===== src/sv/rps_pkg.sv =====
`timescale 1ns / 1ps

package rps_pkg;

    // default table depth
    localparam int MAX_ENTRIES_DEF = 2048;

    // fixed field widths
    localparam int WORD_W    = 32;
    localparam int ENTRY_W   = 11;
    localparam int INDEX_W   = 11;
    localparam int COUNT_W   = 12;
    localparam int CMD_W     = 2;
    localparam int IN_DATA_W  = 48;
    localparam int OUT_DATA_W = 16;

    localparam logic [COUNT_W-1:0] COUNT_RESET   = COUNT_W'(2048);
    localparam logic [WORD_W-1:0]  WORD_ALL_ONES = 32'hFFFF_FFFF;

    typedef enum logic [CMD_W-1:0] {
        CMD_START = 2'd0,
        CMD_WORD  = 2'd1,
        CMD_READ  = 2'd2,
        CMD_RSVD  = 2'd3
    } cmd_t;

    // divider status toward the sequencer
    typedef struct packed {
        logic busy;
        logic done;
    } div_stat_t;

endpackage


===== src/sv/rps_divider.sv =====
`timescale 1ns / 1ps

module rps_divider
    import rps_pkg::*;
#(
    parameter int MAX_ENTRIES = MAX_ENTRIES_DEF
)
(
    input  logic                                   clk,
    input  logic                                   rst_n,
    input  logic                                   start,
    input  logic [$clog2(MAX_ENTRIES+1)-1:0]       modulus,
    input  logic [WORD_W-1:0]                      word,
    output div_stat_t                              stat,
    output logic [$clog2(MAX_ENTRIES+1)-1:0]       rem_word,
    output logic [$clog2(MAX_ENTRIES+1)-1:0]       rem_ones
);

    localparam int NW = $clog2(MAX_ENTRIES + 1);
    localparam int SW = $clog2(WORD_W);

    logic          busy_reg, busy_next;
    logic          done_reg, done_next;
    logic [SW-1:0] step_reg, step_next;
    logic [NW-1:0] mod_reg, mod_next;
    logic [WORD_W-1:0] shift_reg, shift_next;
    logic [NW-1:0] rw_reg, rw_next;
    logic [NW-1:0] rf_reg, rf_next;

    logic [NW:0] trial_w, trial_f;

    // two restoring remainder steps in lockstep: the sample and all ones
    always_comb
    begin
        trial_w    = {rw_reg, shift_reg[WORD_W-1]};
        trial_f    = {rf_reg, 1'b1};
        busy_next  = busy_reg;
        done_next  = 1'b0;
        step_next  = step_reg;
        mod_next   = mod_reg;
        shift_next = shift_reg;
        rw_next    = rw_reg;
        rf_next    = rf_reg;
        if (start)
        begin
            busy_next  = 1'b1;
            step_next  = '0;
            mod_next   = modulus;
            shift_next = word;
            rw_next    = '0;
            rf_next    = '0;
        end
        else if (busy_reg)
        begin
            rw_next    = (trial_w >= {1'b0, mod_reg}) ? NW'(trial_w - {1'b0, mod_reg})
                                                      : NW'(trial_w);
            rf_next    = (trial_f >= {1'b0, mod_reg}) ? NW'(trial_f - {1'b0, mod_reg})
                                                      : NW'(trial_f);
            shift_next = {shift_reg[WORD_W-2:0], 1'b0};
            step_next  = step_reg + SW'(1);
            if (step_reg == SW'(WORD_W - 1))
            begin
                busy_next = 1'b0;
                done_next = 1'b1;
            end
        end
    end

    always_ff @(posedge clk or negedge rst_n)
    begin
        if (!rst_n)
        begin
            busy_reg <= 1'b0;
            done_reg <= 1'b0;
            step_reg <= '0;
        end
        else
        begin
            busy_reg <= busy_next;
            done_reg <= done_next;
            step_reg <= step_next;
        end
    end

    always_ff @(posedge clk)
    begin
        mod_reg   <= mod_next;
        shift_reg <= shift_next;
        rw_reg    <= rw_next;
        rf_reg    <= rf_next;
    end

    assign stat.busy = busy_reg;
    assign stat.done = done_reg;
    assign rem_word  = rw_reg;
    assign rem_ones  = rf_reg;

endmodule

===== config.mk =====
export PLATFORM = sky130hd
export DESIGN_NAME = rps_divider
export DESIGN_NICKNAME = d
export VERILOG_FILES = /design/src/sv/rps_pkg.sv /design/src/sv/rps_divider.sv
export SDC_FILE = /design/constraint.sdc
export NUM_CORES = 1
export LEC_CHECK = 0
export BUFFER_PORTS_ARGS = -buffer_cell sky130_fd_sc_hd__buf_2
export CAP_MARGIN = 20
export CORE_ASPECT_RATIO = 0.6
export CORE_MARGIN = 10
export CORE_UTILIZATION = 40
export DETAILED_ROUTE_END_ITERATION = 7
export PLACE_DENSITY = 0.64
export SLEW_MARGIN = 20
export SYNTH_ARGS = -nofsm -noshare
export SYNTH_HDL_FRONTEND = slang
export SYNTH_SLANG_ARGS = --single-unit

===== constraint.sdc =====
create_clock -name clk -period 3.7 [get_ports clk]
set_input_delay 0 -clock clk [delete_from_list [all_inputs] [get_ports clk]]
set_output_delay 0 -clock clk [all_outputs]
set_load 0.005 [all_outputs]

==> results.toml <==
[outcome]
outcome = "complete, no violations"

[yosys]
synth_cell_types = 72
synth_async_sr_flop_share = 0.09333
syn-cell-area_um2 = 4318
ys_ff_latch = 75
synth.avg_cell_area_um2 = 10.99
syn_inst = 393
syn_nets = 467
ys_seq_area_frac = 0.4578
ys_warn_count = 0
ys.flop_type = "edfxtp_1"
synth_edf_count = 44

[grt]
grt_start_max_net_pins = 33
grt_remaining_overflow = 0
antenna_found_initial = 0
grt_pass1_vias = 3564
grt_pass1_wl_mm = 18.81
grt_use_total = 0.1484

[worst_setup_path]
path_cells = "inv_1 -> ha_1 -> inv_1 -> fa_1 -> a211oi_2 -> o211ai_2 -> nand2_2 -> a31oi_4 -> nor2_1 -> o221a_2"
max_stage_delay_ps = 460
endpoint_kind = "flop"
r2r-end = "rem_ones[0]$_SDFFE_PP0P_"
crit_path_max_fanout = 8
path_delay_family = "compound AO/OA/AOI/OAI gates"
ff2ff_setup_slack_ps = 1050
r2r-start = "rem_ones[0]$_SDFFE_PP0P_"
critPathKind = "flop to flop"
critical_path_required_ps = 3980
critPathMostFrequentCell = "inv_1"
worstPathArrival_ps = 2930
crit_buf_inv = 2
start_kind = "flop"
reg2regPathDepth = 10
critical_path.slowest_cell = "nor2_1"

[power_and_ir_drop]
vdd_ir_drop_max_v = 0.0003080
power_density_nw_per_um2 = 624.2
p_leak_nw = 2.373
finalPower_mw = 3.468

[routing]
vias = 3529
wl_mm = 11.37
final_antenna_net_count = 0
via_per_inst = 5.438
wire_per_inst_um = 17.52
dr.first_iter.drc_count = 288
drc = 0
firstDrtPassIters = 4

[min_path]
hold_path_class = "primary input to async pin"

[timing]
max_freq_mhz = 377.3
post-route-min-period_ps = 2651
tightest_slew_ps = 1081
rsz0062_at_grt = "no"
finalCritPeriodShare = 0.7164
skew_ps = 7.786
timing.final.ws_setup_ps = 1049
hold_violations = 0
drv_slew = 0
setup-violations-final = 0
slew_headroom = 0.2768
fin_setup_tns_ps = 0

[cells_and_area]
fin_nets = 579
largest_reg_flops = 32
area_growth_pct = 28.69
fill_cells = 903
diodes = 0
drive_gt1_frac = 0.2804

[clock_tree]
cts_buffers = 9
numClockSinks = 75
clk_pin_slew_ps = 70
cts-root-buf = "clkbuf_16"
clk_latency_ps = 340
ctsHtreeMaxLevel = 3
cts_tree = "done"
cts_resized = 0
clock_path_buffers = 2

[placed_design]
place_ws_ps = 1104
io_buffers = 72
dp.final_hpwl_mm = 8.028
place.gp.congestion = 0.9117

[die]
dieArea_um2 = 15490
core_um2 = 10560
die-width_um = 154.1
fp-row-count = 29
die_y_um = 100.5
io_pins = 73
floorplan.initialDensity = 0.4089

[run]
maxCapViolCount = 0
==> per-layer routing <==
layer  GRT usage  wire length (µm)  vias to the layer above
li1            -                 -                     1715
met1      0.1960              5516                     1687
met2      0.2264              4867                      117
met3     0.05627               927                       10
met4     0.03109                59                        0
met5           0                 0                        -
==> layout make-up <==
type                            count  area [µm²]  share of cell area
Multi-Input combinational cell    275        2153              0.3875
Sequential cell                    75        1977              0.3558
Timing Repair Buffer              121       840.8              0.1513
Clock buffer                       10       229.0             0.04121
Tap cell                          139       173.9             0.03130
Clock inverter                      6       96.34             0.01734
Inverter                           23       86.33             0.01554
==> synth_stat cells, drive strengths merged (3+ instances only) <==
master / n / area share
o31ai: 8 / 0.016
xnor2: 6 / 0.012
a31oi: 3 / 0.0078
xor2: 9 / 0.018
mux2: 31 / 0.081
ha: 25 / 0.072
a211oi: 5 / 0.0099
o211ai: 5 / 0.0099
nand4: 11 / 0.016
a21oi: 15 / 0.023
nand3: 13 / 0.016
a211o: 4 / 0.0081
o21ai: 9 / 0.010
o21a: 6 / 0.010
a311oi: 6 / 0.014
dfrtp: 7 / 0.041
buf: 7 / 0.012
nor2b: 5 / 0.0072
nand2: 23 / 0.021
nor2: 34 / 0.031
dfxtp: 24 / 0.11
clkbuf: 13 / 0.012
edfxtp: 44 / 0.31
a21o: 4 / 0.0070
nor3: 5 / 0.0058
o311ai: 7 / 0.014
nor4: 4 / 0.0072
inv: 23 / 0.020
and2: 6 / 0.0087
a41oi: 3 / 0.0061
==> placed cells by master, fill, tap and decap left out, types with 5 or more instances in the layout <==
master	count
ha_1	25
nor3_1	5
and2_1	6
clkbuf_16	9
a311oi_1	5
nand3_1	12
a21oi_1	11
buf_2	72
o31ai_1	6
dfxtp_1	24
o311ai_1	6
xnor2_1	6
edfxtp_1	44
mux2_2	31
o21a_1	6
nand2_1	22
nand4_1	11
xor2_1	9
dfrtp_1	7
o21ai_0	7
inv_1	22
dlygate4sd3_1	45
nor2_1	33
nor2b_1	5
==> logic make-up after synthesis <==
kind of cell	count (synthesis)	share of synthesized area
simple gates	109	0.1275
compound gates	91	0.1736
buf+inv	43	0.04346
xor+xnor	15	0.03043
fa+ha+maj	27	0.08172
mux	33	0.08548
flops	75	0.4578
==> per-stage QoR <==
| stage | hold slack (ps) | cell area [µm²] | instances | util |
|---|---|---|---|---|
| after floorplan | -295.6 | 4318 | 393 | - |
| after global placement | -158.7 | 4781 | 588 | 0.4528 |
| after CTS | 7.410 | 5557 | 649 | 0.5262 |
| after detailed placement | -157.1 | 4781 | 588 | 0.4528 |
| after global routing | 39.65 | 5557 | 649 | 0.5262 |
| final | 15.92 | 5557 | 649 | 0.5262 |
==> worst max path at each step <==
| stage | cells past startpoint | from | endpoint | slack (ps) |
|---|---|---|---|---|
| 3_5_place_dp | 10 | rem_ones[0]$_SDFFE_PP0P_ | rem_ones[10]$_SDFFE_PP0P_ | 1100 |
| 4_1_cts | 10 | rem_ones[0]$_SDFFE_PP0P_ | rem_ones[10]$_SDFFE_PP0P_ | 1080 |
| 2_1_floorplan | 10 | rem_ones[0]$_SDFFE_PP0P_ | rem_ones[1]$_SDFFE_PP0P_ | 1380 |
| 5_1_grt | 10 | rem_ones[0]$_SDFFE_PP0P_ | rem_ones[6]$_SDFFE_PP0P_ | 820 |
| 6_report | 10 | rem_ones[0]$_SDFFE_PP0P_ | rem_ones[0]$_SDFFE_PP0P_ | 1050 |
| 3_3_place_gp | 10 | rem_ones[0]$_SDFFE_PP0P_ | rem_ones[6]$_SDFFE_PP0P_ | 1190 |
==> where the power goes <==
group | internal (mW) | leakage, nW | switching (mW)
Combinational | 0.596 | 1.47 | 0.749
Clock | 0.600 | 0.156 | 0.361
Sequential | 1.04 | 0.744 | 0.127
==> repair_timing <==
item / CTS / global route
hold endpoints to repair: 51 / 0
buffers inserted: 0 / 0
setup endpoints to repair: 0 / 0
hold buffers: 45 / 0
No activity file was read; power rests on OpenSTA's default activity.
